===== src/sv/lzwbe_pkg.sv =====
package lzwbe_pkg;

	localparam int DICT_ENTRIES_DEF = 4096;
	localparam int ROOT_CODES = 256;
	localparam int BYTE_W = 8;
	localparam int CODE_W = 12;
	localparam int WIDTH_W = 4;

	typedef enum logic [6:0] {
		S_CLR   = 7'b0000001,
		S_IDLE  = 7'b0000010,
		S_RD    = 7'b0000100,
		S_CHK   = 7'b0001000,
		S_CMP   = 7'b0010000,
		S_EMIT  = 7'b0100000,
		S_FLUSH = 7'b1000000
	} state_t;

	typedef struct packed {
		logic clr;
		logic accept;
		logic probe_next;
		logic take_hit;
		logic emit_miss;
		logic flush;
	} cmd_t;

	typedef struct packed {
		logic clr_done;
		logic first;
		logic last;
		logic range_live;
		logic slot_live;
		logic key_match;
		logic out_free;
	} sts_t;

endpackage


===== src/sv/lzwbe_ctrl.sv =====
module lzwbe_ctrl
	import lzwbe_pkg::*;
(
	input  logic clk,
	input  logic arst_n,
	input  logic in_valid,
	output logic in_stall,
	input  sts_t sts,
	output cmd_t cmd
);

	state_t state_q, state_d;

	assign in_stall = (state_q != S_IDLE);

	always_comb begin
		state_d = state_q;
		cmd = '0;
		case (state_q)
			S_CLR: begin
				cmd.clr = 1'b1;
				if (sts.clr_done) state_d = S_IDLE;
			end
			S_IDLE: begin
				if (in_valid) begin
					cmd.accept = 1'b1;
					state_d = S_RD;
				end
			end
			S_RD: begin
				if (sts.first) state_d = sts.last ? S_FLUSH : S_IDLE;
				else state_d = S_CHK;
			end
			S_CHK: begin
				state_d = sts.range_live ? S_CMP : S_EMIT;
			end
			S_CMP: begin
				if (!sts.slot_live) begin
					state_d = S_EMIT;
				end else if (sts.key_match) begin
					cmd.take_hit = 1'b1;
					state_d = sts.last ? S_FLUSH : S_IDLE;
				end else begin
					cmd.probe_next = 1'b1;
					state_d = S_RD;
				end
			end
			S_EMIT: begin
				if (sts.out_free) begin
					cmd.emit_miss = 1'b1;
					state_d = sts.last ? S_FLUSH : S_IDLE;
				end
			end
			S_FLUSH: begin
				if (sts.out_free) begin
					cmd.flush = 1'b1;
					state_d = S_IDLE;
				end
			end
			default: state_d = S_CLR;
		endcase
	end

	always_ff @(posedge clk or negedge arst_n) begin
		if (!arst_n) state_q <= S_CLR;
		else state_q <= state_d;
	end

endmodule


===== config.mk =====
export PLATFORM = sky130hd
export DESIGN_NAME = lzwbe_ctrl
export DESIGN_NICKNAME = d
export VERILOG_FILES = /design/src/sv/lzwbe_pkg.sv /design/src/sv/lzwbe_ctrl.sv
export SDC_FILE = /design/constraint.sdc
export NUM_CORES = 1
export LEC_CHECK = 0
export ABC_AREA = 0
export BUFFER_PORTS_ARGS = -buffer_cell sky130_fd_sc_hd__buf_4
export CAP_MARGIN = 20
export CORE_AREA = 2 2 39 41
export CTS_BUF_LIST = sky130_fd_sc_hd__clkbuf_2
export DETAILED_ROUTE_END_ITERATION = 8
export DIE_AREA = 0 0 41 43
export GPL_TIMING_DRIVEN = 0
export PLACE_DENSITY = 0.74
export SLEW_MARGIN = 10
export SYNTH_ARGS = -nofsm -noshare
export SYNTH_HDL_FRONTEND = slang
export SYNTH_SLANG_ARGS = --single-unit

===== constraint.sdc =====
create_clock -name clk -period 2.1 [get_ports clk]
set_input_delay 0 -clock clk [delete_from_list [all_inputs] [get_ports clk]]
set_output_delay 0 -clock clk [all_outputs]
set_load 0.005 [all_outputs]

==> impl_metrics.toml, run 1 <==
[outcome]
status = "finished clean"

[place]
gp_congestion = 0.808
port_buffers = 16
post-place-cells = 103
dp_hpwl_um = 1080

[sta]
finalCriticalPeriod_ps = 1790
hold_violations = 0
finalSetupViolCount = 0
max_freq_ghz = 0.560
max_slew_margin_pct = 74.7
fin_crit_sh_pct = 85.1
rsz0062_at_grt = "no"
finalClockSkew_ps = 2.29
tns_ps = 0
worst_slew_pin_slew_ps = 376
slew_violations = 0

[logic_synthesis]
synth_top_family_by_area = "simple AND/OR/NAND/NOR gates"
yosysWarnings = 0
synth_simple_gate_area_share_pct = 43.4
synth_seq_cells = 7
synthTopCellsByArea = "dfrtp_1, nor4_4, dfstp_2"
synth_compound_area_share_pct = 17.0
synthXorXnorAreaFrac_pct = 2.74
synth_fa_ha_area_share_pct = 0
synthTopCellsByCount = "dfrtp_1, nor2_1, inv_1, nor4_1, o21ai_0"
synth_top_area_share_pct = 23.5
synth-main-ff-cell = "dfrtp_1"
syn_nets = 81
synthMuxAreaShare_pct = 0
synth_cells = 71
synth_edf_count = 0
yosysSeqAreaShare_pct = 27.6
synth_cell_type_count = 38
synth_top_cell_by_area = "dfrtp_1"
synth_area_um2 = 639
syn_avg_cell_area_um2 = 9.01
async_flop_share_pct = 100

[finish]
utilization_pct = 59.9
drive_gt1_share_pct = 36.2
largest_reg_flops = 7
layout.nets = 105
stdcell_count = 110
syn_to_final_growth_pct = 29.7
largest_register = "state_q"
diodes = 0
largest_registers = "state_q: 7 flops"

[power]
powerDensity_mw_per_mm2 = 841
vdd_drop_max_mv = 0.526
power_leakage_nw = 0.362

[setup_path]
worstPathRequired_ps = 2100
critical_path.top_delay_family = "simple AND/OR/NAND/NOR gates"
worst-r2r-cell-count = 5
crit_slowest_cell = "dfrtp_1"
critPathCaptureType = "output port"
r2r_slack_ps = 400
path_max_fanout = 7
crit_type = "flip-flop to output port"
startpoint_type = "flip-flop"
r2r_start = "state_q[6]"
path_buf_inv = 2
r2r-end = "state_q[1]"
critical_path_arrival_ps = 1790
cp_cell_sequence = "or3_1 > buf_6 > nor4_4 > and2_1 > buf_4"
cp_slowest_stage_delay_ps = 440

[detailed_routing]
routed_wl_um = 1340
ant_nets = 0
viasPerCell = 5.48
drc = 0
drt_first_iter_violations = 11
firstDrtPassIters = 4
routedWlPerCell_um = 12.2
via_count = 603

[global_routing]
grt_first_pass_wirelength_um = 2300
grt_max_degree = 11
grt_usage_pct = 19.5
first_global_vias = 547
grt_remaining_overflow = 0
grt_antenna_before_repair = 0

[die]
start_util_pct = 46.2
io_pins = 17
die_w_um = 41
rows = 14
coreArea_mm2 = 0.00138
dieHeight_um = 43
die_area_mm2 = 0.00176

[hold_path]
min_to = "state_q[6]"
holdPathStages = 3
holdCritStartpoint = "sts[4]"
hp-class = "primary input to flip-flop"

[clocking]
cts_resized = 0
cts_tree = "built"
clock_latency_ps = 230
cts_made_buffers = 3
cts_hold_buffers = 3
h-tree-depth = 1
cts_sinks = 7
cts-root-buf = "clkbuf_2"
cts.clk_slew.worst_paths_ps = 60
postCtsSetupBuffers = 0
clockBufferDepth = 2

[job]
maxCapViolCount = 0
## final cells by class
type	instances	area, um^2
plain buffers	4	43.8
clock buffers	4	20.0
fillers	140	554
inverters	4	15.0
multi-input cells	56	404
flip-flops and latches	7	176
well taps	16	20.0
repair buffers	19	150
## power breakdown
group	internal (W)	total (W)	switching (W)
sequential	0.000168	0.000196	0.0000279
clock	0.0000505	0.0000957	0.0000452
combinational	0.000201	0.000406	0.000205
total	0.000419	0.000698	0.000278
## routing by layer
metal	up-vias	global-route usage [%]	part of all wire, %
li1	308	-	-
met1	274	27.3	48
met2	18	26.9	46
met3	3	4.71	3.7
met4	0	10.0	2.2
met5	-	0	0
## per-stage QoR
step                      total power [W]  hold slack (ps)  instance area [um^2]  setup WS, ps
after floorplan                  0.000489             -296                   639           551
after global placement           0.000590             -187                   779           427
after detailed placement         0.000597             -186                   779           411
after CTS                        0.000701             58.8                   830           299
after global routing             0.000765             81.5                   830           172
final                            0.000698             71.1                   830           314
## worst reg2reg max path, delay by kind of cell, from the launching register on
kind | cells | cell delay (ps)
buf+inv | 1 | 150
simple gates | 1 | 400
flops | 1 | 440
compound gates | 3 | 600
## worst max path at each step
stage | slack, ps | to | startpoint | cells past startpoint
after floorplan | 550 | state_q[2] | state_q[6] | 5
after global placement | 430 | state_q[1] | state_q[6] | 5
final | 310 | cmd[4] | state_q[6] | 5
after CTS | 300 | cmd[4] | state_q[6] | 5
after detailed placement | 410 | state_q[1] | state_q[6] | 5
after global routing | 170 | cmd[4] | state_q[6] | 5
## layout by cell type, fill, tap and decap left out, types with 3 or more instances in the layout
master,n
nor2_1,6
nor3_1,3
inv_1,4
nand2b_1,3
o21ai_0,4
buf_4,17
dfrtp_1,6
nor4_1,4
clkbuf_2,4
dlygate4sd3_1,3
## kinds of logic after synthesis
family | count (synthesis)
AOI/OAI and AO/OA | 15
DFF | 7
xor gates and xnor gates | 2
and+or+nand+nor | 39
buffers and inverters | 8
Power figures use the tool's default switching activity.
==> run 2: changes to the inputs <==
ABC_AREA = 1   (was 0)
PLACE_DENSITY = 0.72   (was 0.74)
==> impl_metrics.toml, run 2 <==
[setup_path]
critical_path.top_delay_family = "simple AND/OR/NAND/NOR gates"
crit_type = "flip-flop to output port"
path_buf_inv = 2
worstPathRequired_ps = 2100
critPathCaptureType = "output port"
startpoint_type = "flip-flop"
cp_cell_sequence = "nor2_2 > nand2_4 > nor2_4 > inv_1 > nor2_1 > buf_4"
path_max_fanout = 3
crit_slowest_cell = "dfrtp_1"
cp_slowest_stage_delay_ps = 400
critical_path_arrival_ps = 1340

[sta]
holdWs_ps = -5.28
max_freq_ghz = 0.748
finalClockSkew_ps = 1.54
rsz0062_at_grt = "no"
slew_violations = 0
finalSetupViolCount = 0
tns_ps = 0
hold_violations = 1
max_slew_margin_pct = 82.1
fin_ws_ps = 763
finalCriticalPeriod_ps = 1340
fin_crit_sh_pct = 63.6
worst_slew_pin_slew_ps = 268

[logic_synthesis]
syn_nets = 98
async_flop_share_pct = 100
synth_seq_cells = 7
yosysSeqAreaShare_pct = 28.8
synth_area_um2 = 612
synth_top_cell_by_area = "dfrtp_1"
synthTopCellsByArea = "dfrtp_1, nand2_1, nand2_4"
synth_top_area_share_pct = 24.5
synth-main-ff-cell = "dfrtp_1"
yosysWarnings = 0
synth_edf_count = 0
syn_avg_cell_area_um2 = 6.95
synth_cells = 88
synthTopCellsByCount = "nand2_1, inv_1, nor2_1"
synth_most_common_cell = "nand2_1"
synth_cell_type_count = 18

[die]
start_util_pct = 44.2
die_area_mm2 = 0.00176
io_pins = 17
dieHeight_um = 43
coreArea_mm2 = 0.00138
rows = 14
die_w_um = 41

[power]
power.total_w = 0.000681
powerDensity_mw_per_mm2 = 860
vdd_drop_max_mv = 0.402
power_leakage_nw = 0.434

[global_routing]
grt_usage_pct = 18.9
grt_antenna_before_repair = 0
grt_remaining_overflow = 0
grt_first_pass_wirelength_um = 2210
first_global_vias = 557
grt_max_degree = 8

[clocking]
cts-root-buf = "clkbuf_2"
cts_resized = 0
cts_hold_buffers = 2
cts_tree = "built"
cts.clk_slew.worst_paths_ps = 70
clock_latency_ps = 240
h-tree-depth = 1
cts_sinks = 7
postCtsSetupBuffers = 0
clockBufferDepth = 2
cts_made_buffers = 3

[detailed_routing]
routed_wl_um = 1320
viasPerCell = 4.65
met3_length_um = 65
via_count = 586
drc = 0
firstDrtPassIters = 4
routed-wl-met2_um = 659
drt_first_iter_violations = 11
routedWlPerCell_um = 10.5
ant_nets = 0
wl_met1_um = 562
routed.top_layer = "met4"

[finish]
multiInputGateArea_um2 = 368
diodes = 0
largest_register = "state_q"
stdcell_count = 126
drive_gt1_share_pct = 40.0
seqCellArea_um2 = 176
largest_registers = "state_q: 7 flops"
syn_to_final_growth_pct = 29.4
fill_cells = 138
final_cell_mix = "nand2_1, buf_4, inv_1, nor2_1, nand3_1"
layout.nets = 121
final_common_cell = "nand2_1"
largest_reg_flops = 7

[place]
post-place-cells = 120
gp_congestion = 0.860
port_buffers = 16
dp_hpwl_um = 1070
dp_slack_ps = 815

[outcome]
status = "complete, but fails checks"
violations = "hold timing"

[hold_path]
hp-class = "primary input to flip-flop"

[job]
maxCapViolCount = 0
[run 2: kinds of logic (layout without fill, tap and decap cells)]
logic type	count (synthesis)	after routing	synth area share, %
flops	7	7	28.8
simple gates	61	61	58.1
compound gates	2	2	2.04
buf+inv	18	40	11.0
[run 2: path summary, 6_finish.rpt]
kind | from | endpoint | slack, ps | cells after the start
setup / recovery | state_q[4] | cmd[4] | 760 | 6
hold / removal | sts[3] | state_q[4] | -5 | 3
setup reg to reg | state_q[0] | state_q[2] | 810 | 8
hold reg to reg | state_q[3] | state_q[4] | 660 | 2
max in group asynchronous | arst_n | state_q[0] | 1790 | 2
min in group asynchronous | arst_n | state_q[4] | 100 | 2
[run 2: through the flow]
stage	utilization [%]	cell area, um^2	hold WS [ps]
2_1_floorplan	-	612	-296
3_3_place_gp	54.3	752	-188
3_5_place_dp	54.3	752	-186
4_1_cts	57.2	792	0.500
5_1_grt	57.2	792	29.2
6_report	57.2	792	-5.28
[run 2: cell type report]
class	instances	share of cell area [%]
Tap cell	16	2.53
Multi-Input combinational cell	63	46.4
Inverter	18	8.53
Sequential cell	7	22.3
Timing Repair Buffer	18	17.7
Clock buffer	4	2.53
[run 2: power breakdown]
| group | internal, W | switching, W | total [W] |
|---|---|---|---|
| combinational | 0.000158 | 0.000226 | 0.000385 |
| clock | 0.0000506 | 0.0000499 | 0.000100 |
| sequential | 0.000170 | 0.0000262 | 0.000196 |
[run 2: worst min-delay path: cells and delay by family]
family        cells  cell delay, ps
buf+inv           2             160
simple gates      1              30
[run 2: per-layer routing]
layer / GRT usage [%] / vias up
li1: - / 314
met1: 22.3 / 249
met2: 30.6 / 18
met3: 3.14 / 5
met4: 10.0 / 0
met5: 0 / -
